## config.mk

```make
export PLATFORM = sky130hd
export DESIGN_NAME = jwt_expiry_stream_check_core
export DESIGN_NICKNAME = d
export VERILOG_FILES = /design/src/sv/jwtexp_pkg.sv /design/src/sv/jwtexp_match.sv /design/src/sv/jwt_expiry_stream_check_core.sv
export SDC_FILE = /design/constraint.sdc
export NUM_CORES = 2
export LEC_CHECK = 0
export BUFFER_PORTS_ARGS = -buffer_cell sky130_fd_sc_hd__buf_2
export CAP_MARGIN = 10
export CORE_AREA = 8 8 188 262
export DETAILED_ROUTE_END_ITERATION = 10
export DIE_AREA = 0 0 196 270
export PLACE_DENSITY = 0.87
export SETUP_SLACK_MARGIN = 0.2
export SLEW_MARGIN = 20
export SYNTH_ARGS = -nofsm -noshare
export SYNTH_HDL_FRONTEND = slang
export SYNTH_SLANG_ARGS = --single-unit
```

## constraint.sdc

```tcl
create_clock -name i_clk -period 24.6 [get_ports i_clk]
set_input_delay 3.69 -clock i_clk [delete_from_list [all_inputs] [get_ports i_clk]]
set_output_delay 3.69 -clock i_clk [all_outputs]
set_load 0.05 [all_outputs]
```

## src/sv/jwtexp_pkg.sv

```systemverilog
package jwtexp_pkg;

    localparam logic [7:0] CH_DOT    = 8'h2E;
    localparam logic [7:0] CH_DASH   = 8'h2D;
    localparam logic [7:0] CH_UNDER  = 8'h5F;
    localparam logic [7:0] CH_PAD    = 8'h3D;
    localparam logic [7:0] CH_COLON  = 8'h3A;
    localparam logic [7:0] CH_PLUS   = 8'h2B;
    localparam logic [7:0] CH_SLASH  = 8'h2F;
    localparam logic [7:0] CH_QUOTE  = 8'h22;
    localparam logic [7:0] CH_E      = 8'h65;
    localparam logic [7:0] CH_X      = 8'h78;
    localparam logic [7:0] CH_P      = 8'h70;
    localparam logic [7:0] CH_SPACE  = 8'h20;
    localparam logic [7:0] CH_TAB    = 8'h09;
    localparam logic [7:0] CH_ZERO   = 8'h30;
    localparam logic [7:0] CH_NINE   = 8'h39;
    localparam logic [7:0] BYTE_MASK = 8'hFF;

    localparam logic [62:0] ACC_MAX = {63{1'b1}};

    localparam logic [2:0] VERD_NONE     = 3'd0;
    localparam logic [2:0] VERD_NO_KEY   = 3'd1;
    localparam logic [2:0] VERD_NO_COLON = 3'd2;
    localparam logic [2:0] VERD_NO_DIGIT = 3'd3;
    localparam logic [2:0] VERD_COMPARED = 3'd4;

    typedef enum logic [1:0] {
        SEG_HEAD = 2'd0,
        SEG_BODY = 2'd1,
        SEG_TAIL = 2'd2
    } t_seg;

    typedef enum logic [3:0] {
        S_KEY0  = 4'd0,
        S_KEY1  = 4'd1,
        S_KEY2  = 4'd2,
        S_KEY3  = 4'd3,
        S_KEY4  = 4'd4,
        S_COLON = 4'd5,
        S_BLANK = 4'd6,
        S_DIGIT = 4'd7,
        S_NODIG = 4'd8,
        S_DONE  = 4'd9
    } t_search;

    typedef struct packed {
        t_search     search;
        logic [62:0] accum;
        logic        ovf;
        logic        nonempty;
    } t_match;

    localparam t_match MATCH_INIT = '{search: S_KEY0, accum: '0, ovf: 1'b0, nonempty: 1'b0};

    typedef struct packed {
        logic [7:0]         token_byte;
        logic               last_byte;
        logic signed [63:0] time_now;
    } t_in_item;

    typedef struct packed {
        logic        expired;
        logic [2:0]  verdict;
        logic [62:0] expiry_value;
        logic        expiry_saturated;
    } t_out_item;

endpackage

```

## src/sv/jwtexp_match.sv

```systemverilog
module jwtexp_match (
    input  jwtexp_pkg::t_match i_state,
    input  logic [23:0]        i_bits,
    input  logic [2:0]         i_en,
    output jwtexp_pkg::t_match o_state
);

    function automatic jwtexp_pkg::t_match step(input jwtexp_pkg::t_match st,
                                                input logic [7:0] c);
        jwtexp_pkg::t_match r;
        logic               digit;
        logic [62:0]        d;
        logic [66:0]        prod;
        r     = st;
        digit = (c >= jwtexp_pkg::CH_ZERO) && (c <= jwtexp_pkg::CH_NINE);
        d     = {59'd0, c[3:0]};
        prod  = ({4'd0, st.accum} << 3) + ({4'd0, st.accum} << 1) + {4'd0, d};
        r.nonempty = 1'b1;
        case (st.search)
            jwtexp_pkg::S_KEY0: begin
                r.search = (c == jwtexp_pkg::CH_QUOTE) ? jwtexp_pkg::S_KEY1
                                                       : jwtexp_pkg::S_KEY0;
            end
            jwtexp_pkg::S_KEY1: begin
                if (c == jwtexp_pkg::CH_E) r.search = jwtexp_pkg::S_KEY2;
                else r.search = (c == jwtexp_pkg::CH_QUOTE) ? jwtexp_pkg::S_KEY1
                                                            : jwtexp_pkg::S_KEY0;
            end
            jwtexp_pkg::S_KEY2: begin
                if (c == jwtexp_pkg::CH_X) r.search = jwtexp_pkg::S_KEY3;
                else r.search = (c == jwtexp_pkg::CH_QUOTE) ? jwtexp_pkg::S_KEY1
                                                            : jwtexp_pkg::S_KEY0;
            end
            jwtexp_pkg::S_KEY3: begin
                if (c == jwtexp_pkg::CH_P) r.search = jwtexp_pkg::S_KEY4;
                else r.search = (c == jwtexp_pkg::CH_QUOTE) ? jwtexp_pkg::S_KEY1
                                                            : jwtexp_pkg::S_KEY0;
            end
            jwtexp_pkg::S_KEY4: begin
                r.search = (c == jwtexp_pkg::CH_QUOTE) ? jwtexp_pkg::S_COLON
                                                       : jwtexp_pkg::S_KEY0;
            end
            jwtexp_pkg::S_COLON: begin
                if (c == jwtexp_pkg::CH_COLON) r.search = jwtexp_pkg::S_BLANK;
            end
            jwtexp_pkg::S_BLANK: begin
                if (digit) begin
                    r.accum  = d;
                    r.search = jwtexp_pkg::S_DIGIT;
                end else if (c != jwtexp_pkg::CH_SPACE && c != jwtexp_pkg::CH_TAB) begin
                    r.search = jwtexp_pkg::S_NODIG;
                end
            end
            jwtexp_pkg::S_DIGIT: begin
                if (digit) begin
                    // saturate once the run leaves the 63-bit range
                    if (st.ovf || (prod[66:63] != 4'd0)) begin
                        r.accum = jwtexp_pkg::ACC_MAX;
                        r.ovf   = 1'b1;
                    end else begin
                        r.accum = prod[62:0];
                    end
                end else begin
                    r.search = jwtexp_pkg::S_DONE;
                end
            end
            default: begin
            end
        endcase
        return r;
    endfunction

    jwtexp_pkg::t_match s0;
    jwtexp_pkg::t_match s1;
    jwtexp_pkg::t_match s2;

    always_comb begin
        s0      = i_en[0] ? step(i_state, i_bits[23:16]) : i_state;
        s1      = i_en[1] ? step(s0, i_bits[15:8]) : s0;
        s2      = i_en[2] ? step(s1, i_bits[7:0]) : s1;
        o_state = s2;
    end

endmodule

```

## src/sv/jwt_expiry_stream_check_core.sv

```systemverilog
// Token expiry checker: streams a token one byte per request and reports
// whether its "exp" claim has passed.
// Input channel: i_in_valid / o_in_stall with i_in_item (token byte, last
// flag, current time). The payload segment is base64-decoded (+/ or -_)
// and each decoded byte feeds the key, colon and digit matcher in the
// same cycle, so one byte is accepted per clock while o_in_stall is low.
// Output channel: o_out_valid / i_out_stall with o_out_item. Only a byte
// marked last produces a request: verdict, expiry flag, parsed value and
// saturation flag. Its token state is captured in the holding stage,
// then the time compare result is loaded into the output register once
// that register is free.
// The byte and the result paths are decoupled by a result holding stage
// and the output register, so bytes keep flowing while a result waits.
// o_in_stall rises only when both the holding stage and the output
// register carry results and the receiver is stalling.
// The last byte returns all token state to its initial value.
// Reset (i_rst_n low, synchronous) clears the token state and drops any
// pending results.
module jwt_expiry_stream_check_core (
    input  logic                  i_clk,
    input  logic                  i_rst_n,
    input  logic                  i_in_valid,
    output logic                  o_in_stall,
    input  jwtexp_pkg::t_in_item  i_in_item,
    output logic                  o_out_valid,
    input  logic                  i_out_stall,
    output jwtexp_pkg::t_out_item o_out_item
);

    typedef struct packed {
        logic               seg_ok;
        jwtexp_pkg::t_match match;
        logic signed [63:0] time_now;
    } t_fin;

    function automatic logic [5:0] sextet(input logic [7:0] c);
        logic [5:0] s;
        if (c >= 8'h41 && c <= 8'h5A) s = 6'(c - 8'h41);
        else if (c >= 8'h61 && c <= 8'h7A) s = 6'(c - 8'h61 + 8'd26);
        else if (c >= jwtexp_pkg::CH_ZERO && c <= jwtexp_pkg::CH_NINE)
            s = 6'(c - jwtexp_pkg::CH_ZERO + 8'd52);
        else if (c == jwtexp_pkg::CH_PLUS || c == jwtexp_pkg::CH_DASH) s = 6'd62;
        else if (c == jwtexp_pkg::CH_SLASH || c == jwtexp_pkg::CH_UNDER) s = 6'd63;
        else s = 6'd0;
        return s;
    endfunction

    jwtexp_pkg::t_seg   r_seg, n_seg;
    logic [23:0]        r_qbits, n_qbits;
    logic [1:0]         r_qfill, n_qfill;
    logic [2:0]         r_pad, n_pad;
    jwtexp_pkg::t_match r_match, n_match;

    logic               r_fin_valid;
    t_fin               r_fin;
    logic               r_out_valid;
    jwtexp_pkg::t_out_item r_out, n_out;

    logic        accept;
    logic        fin_move;
    logic [7:0]  c;
    logic        flush;
    logic [23:0] fbits;
    logic [2:0]  fpad;
    logic [23:0] shifted;
    logic [2:0]  pad_inc;
    logic [2:0]  en;

    assign accept   = i_in_valid && !o_in_stall;
    assign fin_move = r_fin_valid && (!r_out_valid || !i_out_stall);
    assign c        = i_in_item.token_byte & jwtexp_pkg::BYTE_MASK;

    // segment tracking and quartet gathering
    always_comb begin
        n_seg   = r_seg;
        n_qbits = r_qbits;
        n_qfill = r_qfill;
        n_pad   = r_pad;
        flush   = 1'b0;
        fbits   = '0;
        fpad    = '0;
        shifted = {r_qbits[17:0], (c == jwtexp_pkg::CH_PAD) ? 6'd0 : sextet(c)};
        pad_inc = r_pad + {2'd0, (c == jwtexp_pkg::CH_PAD)};
        case (r_seg)
            jwtexp_pkg::SEG_HEAD: begin
                if (c == jwtexp_pkg::CH_DOT) n_seg = jwtexp_pkg::SEG_BODY;
            end
            jwtexp_pkg::SEG_BODY: begin
                if (c == jwtexp_pkg::CH_DOT) begin
                    n_seg   = jwtexp_pkg::SEG_TAIL;
                    n_qbits = '0;
                    n_qfill = '0;
                    n_pad   = '0;
                    // complete an open quartet with padding
                    case (r_qfill)
                        2'd1: begin
                            flush = 1'b1;
                            fbits = {r_qbits[5:0], 18'd0};
                            fpad  = r_pad + 3'd3;
                        end
                        2'd2: begin
                            flush = 1'b1;
                            fbits = {r_qbits[11:0], 12'd0};
                            fpad  = r_pad + 3'd2;
                        end
                        2'd3: begin
                            flush = 1'b1;
                            fbits = {r_qbits[17:0], 6'd0};
                            fpad  = r_pad + 3'd1;
                        end
                        default: begin
                        end
                    endcase
                end else if (r_qfill == 2'd3) begin
                    flush   = 1'b1;
                    fbits   = shifted;
                    fpad    = pad_inc;
                    n_qbits = '0;
                    n_qfill = '0;
                    n_pad   = '0;
                end else begin
                    n_qbits = shifted;
                    n_qfill = r_qfill + 2'd1;
                    n_pad   = pad_inc;
                end
            end
            default: begin
            end
        endcase
        en[0] = flush && (fpad < 3'd3);
        en[1] = flush && (fpad < 3'd2);
        en[2] = flush && (fpad == 3'd0);
    end

    jwtexp_match u_match (
        .i_state (r_match),
        .i_bits  (fbits),
        .i_en    (en),
        .o_state (n_match)
    );

    always_ff @(posedge i_clk) begin
        if (!i_rst_n) begin
            r_seg   <= jwtexp_pkg::SEG_HEAD;
            r_qbits <= '0;
            r_qfill <= '0;
            r_pad   <= '0;
            r_match <= jwtexp_pkg::MATCH_INIT;
        end else if (accept) begin
            if (i_in_item.last_byte) begin
                r_seg   <= jwtexp_pkg::SEG_HEAD;
                r_qbits <= '0;
                r_qfill <= '0;
                r_pad   <= '0;
                r_match <= jwtexp_pkg::MATCH_INIT;
            end else begin
                r_seg   <= n_seg;
                r_qbits <= n_qbits;
                r_qfill <= n_qfill;
                r_pad   <= n_pad;
                r_match <= n_match;
            end
        end
    end

    // hold the final token state until the output register frees up
    always_ff @(posedge i_clk) begin
        if (!i_rst_n) begin
            r_fin_valid <= 1'b0;
        end else if (accept && i_in_item.last_byte) begin
            r_fin_valid <= 1'b1;
        end else if (fin_move) begin
            r_fin_valid <= 1'b0;
        end
    end

    always_ff @(posedge i_clk) begin
        if (accept && i_in_item.last_byte) begin
            r_fin.seg_ok   <= (n_seg == jwtexp_pkg::SEG_TAIL);
            r_fin.match    <= n_match;
            r_fin.time_now <= i_in_item.time_now;
        end
    end

    always_comb begin
        n_out.expired          = 1'b1;
        n_out.verdict          = jwtexp_pkg::VERD_NONE;
        n_out.expiry_value     = '0;
        n_out.expiry_saturated = 1'b0;
        if (r_fin.seg_ok && r_fin.match.nonempty) begin
            case (r_fin.match.search)
                jwtexp_pkg::S_KEY0, jwtexp_pkg::S_KEY1, jwtexp_pkg::S_KEY2,
                jwtexp_pkg::S_KEY3, jwtexp_pkg::S_KEY4: begin
                    n_out.verdict = jwtexp_pkg::VERD_NO_KEY;
                    n_out.expired = 1'b0;
                end
                jwtexp_pkg::S_COLON: begin
                    n_out.verdict = jwtexp_pkg::VERD_NO_COLON;
                end
                jwtexp_pkg::S_DIGIT, jwtexp_pkg::S_DONE: begin
                    n_out.verdict          = jwtexp_pkg::VERD_COMPARED;
                    n_out.expiry_value     = r_fin.match.accum;
                    n_out.expiry_saturated = r_fin.match.ovf;
                    // a negative time never reaches the expiry
                    n_out.expired = !r_fin.time_now[63]
                                    && (r_fin.time_now[62:0] >= r_fin.match.accum);
                end
                default: begin
                    n_out.verdict = jwtexp_pkg::VERD_NO_DIGIT;
                end
            endcase
        end
    end

    always_ff @(posedge i_clk) begin
        if (!i_rst_n) begin
            r_out_valid <= 1'b0;
        end else if (fin_move) begin
            r_out_valid <= 1'b1;
        end else if (!i_out_stall) begin
            r_out_valid <= 1'b0;
        end
    end

    always_ff @(posedge i_clk) begin
        if (fin_move) begin
            r_out <= n_out;
        end
    end

    assign o_in_stall  = r_fin_valid && r_out_valid && i_out_stall;
    assign o_out_valid = r_out_valid;
    assign o_out_item  = r_out;

endmodule

```

## Yosys cells after proc, flatten, opt, wreduce, memory -nomap -nowiden

Index checks and enable logic that the tools add are counted.

- Multiply operators: 0
- Equality and inequality tests: 61
- Reductions and logical operators: 45
- Bitwise operators: 0
- Add/subtract/negate cells: 16
- Divide/modulo/power cells: 0
- Shift-type cells: 0
- Magnitude comparators: 15
- Mux-type cells: 92

Operators with widths:

| cell | number |
|---|---|
| 63-bit two-way mux | 6 |
| 63-bit case mux with 2 select lines | 3 |
| 69-bit two-way mux | 4 |
| 66-bit by 64-bit adder with 67-bit output | 3 |
| 67-bit by 4-bit adder with 67-bit output | 3 |
| 64-bit two-way mux | 3 |
| 4-bit case mux with 8 select lines | 3 |
| 8-bit by 6-bit equality test with 1-bit output, second input constant | 11 |
| 4-bit two-way mux | 21 |
| 8-bit by 7-bit equality test with 1-bit output, second input constant | 10 |
| 18-bit two-way mux | 4 |
| 24-bit two-way mux | 3 |
| 24-bit case mux with 3 select lines | 1 |
| 63-bit >= comparator | 1 |
| 4-bit by 3-bit equality test with 1-bit output, second input constant | 15 |
| 6-bit two-way mux | 6 |
| 4-bit by 2-bit equality test with 1-bit output, second input constant | 8 |
| 8-bit by 6-bit >= comparator with 1-bit output, second input constant | 4 |
| 8-bit by 6-bit less-or-equal comparator with 1-bit output, second input constant | 4 |
| 3-bit two-way mux | 10 |
| 8-bit by 4-bit != test with 1-bit output, second input constant | 3 |
| 8-bit by 6-bit != test with 1-bit output, second input constant | 3 |
| 1-bit logical AND | 19 |
| 3-bit case mux with 3 select lines | 2 |
| 31 further kinds | 79 |

- Memories: 0
- Output and inout bits: 70
- Register bits after elaboration: 298
- Logic and storage cells: 249
- Memory bits (read-only): 0
- Bits of input ports: 77
- RAM bits: 0
- Latch bits: 0

## Depth between registers and ports, before layout

- Depth in word-level cells: 35
- Depth in mapped cells: 61
- Mapped depth without buffers: 56

## By module

Synthesis repeated with hierarchy kept, for this count alone.

- Cells, all modules: 3893
- Area total of the unflattened synthesis: 32138.3 sq um

Modules (own cells, without submodules):

| module | seq. area each (sq um) | cells an instance | area an instance (sq um) | instances |
|---|---|---|---|---|
| jwtexp_match | 0.0 | 2774 | 18985.7 | 1 |
| jwt_expiry_stream_check_core | 7987.7 | 1119 | 13152.6 | 1 |

## Worst setup path after synthesis

OpenSTA, ideal clock, no wires.

- Kind: input-to-reg
- From: input i_in_item[67] in the netlist's numbering
- To: register r_fin[114] in the netlist's numbering (data pin)
- Library setup time: 269 ps
- Buffers on the path: 8
- Arrival: 16493 ps
- Stages on the path: 58
- Path slack: 7838 ps
- Data required time: 24331 ps
- Cell sequence: ha_1 -> buf_2 -> nand3b_1 -> clkbuf_1 -> o31ai_1 -> nand2_1 -> fa_1 -> fa_1 -> nor2b_1 -> o31ai_1 -> a21oi_1 -> o21bai_1 -> a2111o_1 -> a211oi_1 -> nor3_1 -> o21ai_1 -> or2_2 -> clkbuf_1 -> [... 22 more ...] -> fa_1 -> a21oi_1 -> nor2b_1 -> a31o_2 -> a22oi_1 -> o211ai_1 -> a21oi_1 -> nor2_1 -> o21a_1 -> a221oi_1 -> nand3b_1 -> a2111oi_4 -> o31a_2 -> o21ai_2 -> buf_4 -> buf_6 -> o211ai_1 -> o21ai_0

RTL lines:

| element | RTL line | text |
|---|---|---|
| start, declared | jwt_expiry_stream_check_core.sv:24 | `input jwtexp_pkg::t_in_item i_in_item,` |
| end, declared | jwt_expiry_stream_check_core.sv:55 | `t_fin r_fin;` |

==> metrics.txt <==
status=finished, final reports clean; Required @ worst endpoint=24.90 ns; Setup Fix Bufs, Post-CTS=0; Yosys warnings=0; crit start category=input pin; count leader, synth=ha_1; Arr. time, crit path=21.48 ns; CP most frequent cell=ha_1; Yosys top cell by area=edfxtp_1; Slew @ Worst Pin=1.25 ns; fill count=3648; initial core utilization=0.681; Final Hold Fails=0; total negative slack=0 ns; clock skew=0.0313 ns; grt met3 use=0.0941; IO buf count=146; initial antenna violation count=3; final setup vio count=0; # placed instances=4393; nets=4393; crit path capture type=register; global-route wire length before repair=173000 um; Post-Syn Area=30900 um2; Yosys reg bits=298; GRT Util Overall=0.416; 1st-iter DRT viols=4141; MaxCap Viol Count=0; met2 GRT Util=0.655; gp weighted congestion=1.09; P per Cell Area=32.3 nW/um2; Syn Nets=4357; Rows=93; Max Clock Freq=0.0472 GHz; clock slew seen by the registers of the worst setup and hold paths=0.06 ns; Layout area overhead=6.65%; Worst IR Drop VDD=0.0515 mV; Final Critical Period=21.17 ns; CTS Buf Count=30; grt ovf=0; largest net degree at the start of global routing=80; Die X=196 um; Root Driver=clkbuf_16; routed wire length=115000 um; Final Cycle Share=0.861; # DRC=0; WS Path Type=input pin to register; HP Class=register to register; I/O pin count=147; Most Crowded Layer GR=met2; Main synth FF type=edfxtp_1; LEAKAGE=0.0150 uW; Gate Count Post-Synth=3820; routed len/inst=25.8 um; Distinct cells, synth=105; crit path max fanout=15; post-DP HPWL=89400 um; H-tree depth=1; clk buf depth=3; Die H=270 um; Slew headroom=0.161; Synth area leaders=edfxtp_1 (20%), ha_1 (18%), dfxtp_1 (6.2%); via count=32000; vias in the first global route=30400; post-cts resize count=0; drt pass-1 iters=8; core area=45400 um2; EDFF count, synth=202; share of the synthesized area in the top cell type=0.196; cts hold-fix bufs=0; max incr delay on CP=1.03 ns; DR vias/cell=7.18; RSZ-0062 raised after global routing=false; Clk Latency, worst-skew pair=0.61 ns; fin. max-slew vios=0; layout cells sized above 1=0.0789; CTS tree=yes; global routing usage on met1=0.493; Async SR Flop Fraction=0; Syn Area/Cell=8.09 um2; slowest stage cell, crit path=o41ai_1; non-filler cells, final=4451; Post-synth top cells=ha_1 (453), nand2_1 (413), o21ai_0 (367); die area=52900 um2; Final ANT Viol Nets=0; # clock sinks=298; post-synthesis sequential area ratio=0.258
==> flip-flops by register name, indices dropped and copies added, names as in the netlist <==
name / flops
o_out_valid: 1
r_qbits: 18
r_fin_valid: 1
r_qfill: 2
r_seg: 2
r_pad: 3
o_out_item: 68
r_fin: 134
r_match: 69
==> per-stage QoR <==
stage	hold WS, ns	setup WS, ns	utilization	area (um2)	total power [uW]
2_1_floorplan	0.428	7.84	-	30900	597
3_3_place_gp	0.450	4.43	0.705	32000	618
3_5_place_dp	0.499	3.98	0.705	32000	620
4_1_cts	0.507	4.53	0.726	32900	1060
5_1_grt	0.535	2.84	0.726	33000	1080
6_report	0.509	3.43	0.726	33000	1070
==> critical path: cells and delay by family <==
family / cells / cell delay, ns
xor+xnor: 1 / 0.17
fa+ha+maj: 7 / 2.68
compound gates: 27 / 9.60
buf+inv: 5 / 1.00
simple gates: 13 / 4.31
==> report_power, final <==
part,internal [uW],leakage (uW),switching [uW],total (uW)
Sequential,543,0.00278,3.93,547
Combinational,19.4,0.0118,45.3,64.7
Clock,242,0.000450,212,454
==> cell families after synthesis <==
| kind of cell | Yosys count | synth area share |
|---|---|---|
| AND/OR/NAND/NOR | 1242 | 0.192 |
| XOR/XNOR | 175 | 0.0496 |
| buffers and inverters | 335 | 0.0420 |
| multiplexers | 7 | 0.00243 |
| flip-flops | 298 | 0.258 |
| adder cells (fa/ha/maj) | 460 | 0.188 |
| AO/OA/AOI/OAI | 1303 | 0.268 |
==> layout make-up <==
cell class / count / area [um2] / area share
inverter: 149 / 564 / 0.0171
antenna: 2 / 5.00 / 0.000152
clock buffer: 35 / 790 / 0.0240
sequential: 298 / 7990 / 0.242
clock inverter: 20 / 168 / 0.00509
timing repair buffer: 190 / 1060 / 0.0322
tap: 570 / 713 / 0.0216
multi-input combinational: 3187 / 21700 / 0.658
==> path summary, 6_finish.rpt <==
kind / startpoint / endpoint / slack [ns] / cells past startpoint
setup / recovery: i_in_item[67] / r_fin[67] / 3.43 / 53
hold reg to reg: r_qfill[1] / r_qfill[1] / 0.51 / 2
setup reg to reg: r_qfill[0] / r_fin[67] / 6.37 / 53
hold / removal: r_qfill[1] / r_qfill[1] / 0.51 / 2
==> metal layers <==
metal / wire [um] / vias up
met5: 0 / -
met4: 10200 / 0
met1: 41500 / 14800
met2: 49900 / 2217
met3: 13200 / 603
li1: - / 14400
==> placed cells by master (no fill, tap or decap), types with 18 or more instances in the layout <==
master and n:
a21oi_1 312, buf_2 146, a31oi_1 40, and2_1 23, and3_1 24, nor2_1 286, nand4_1 72, a22oi_1 56
dfxtp_1 96, a21o_1 107, inv_1 148, nor4_1 18, xor2_1 67, nand3_1 69, nand2_1 411, xnor2_1 108
a221oi_1 20, o21bai_1 26, o211ai_1 28, clkbuf_16 30, a211oi_1 41, o21a_1 39, o31ai_1 34, buf_4 44
o22ai_1 31, o21ai_0 365, o21ai_1 33, nor3_1 135, nand2b_1 47, ha_1 453, edfxtp_1 202, nor2b_1 58
(Power assumes the default switching activity.)
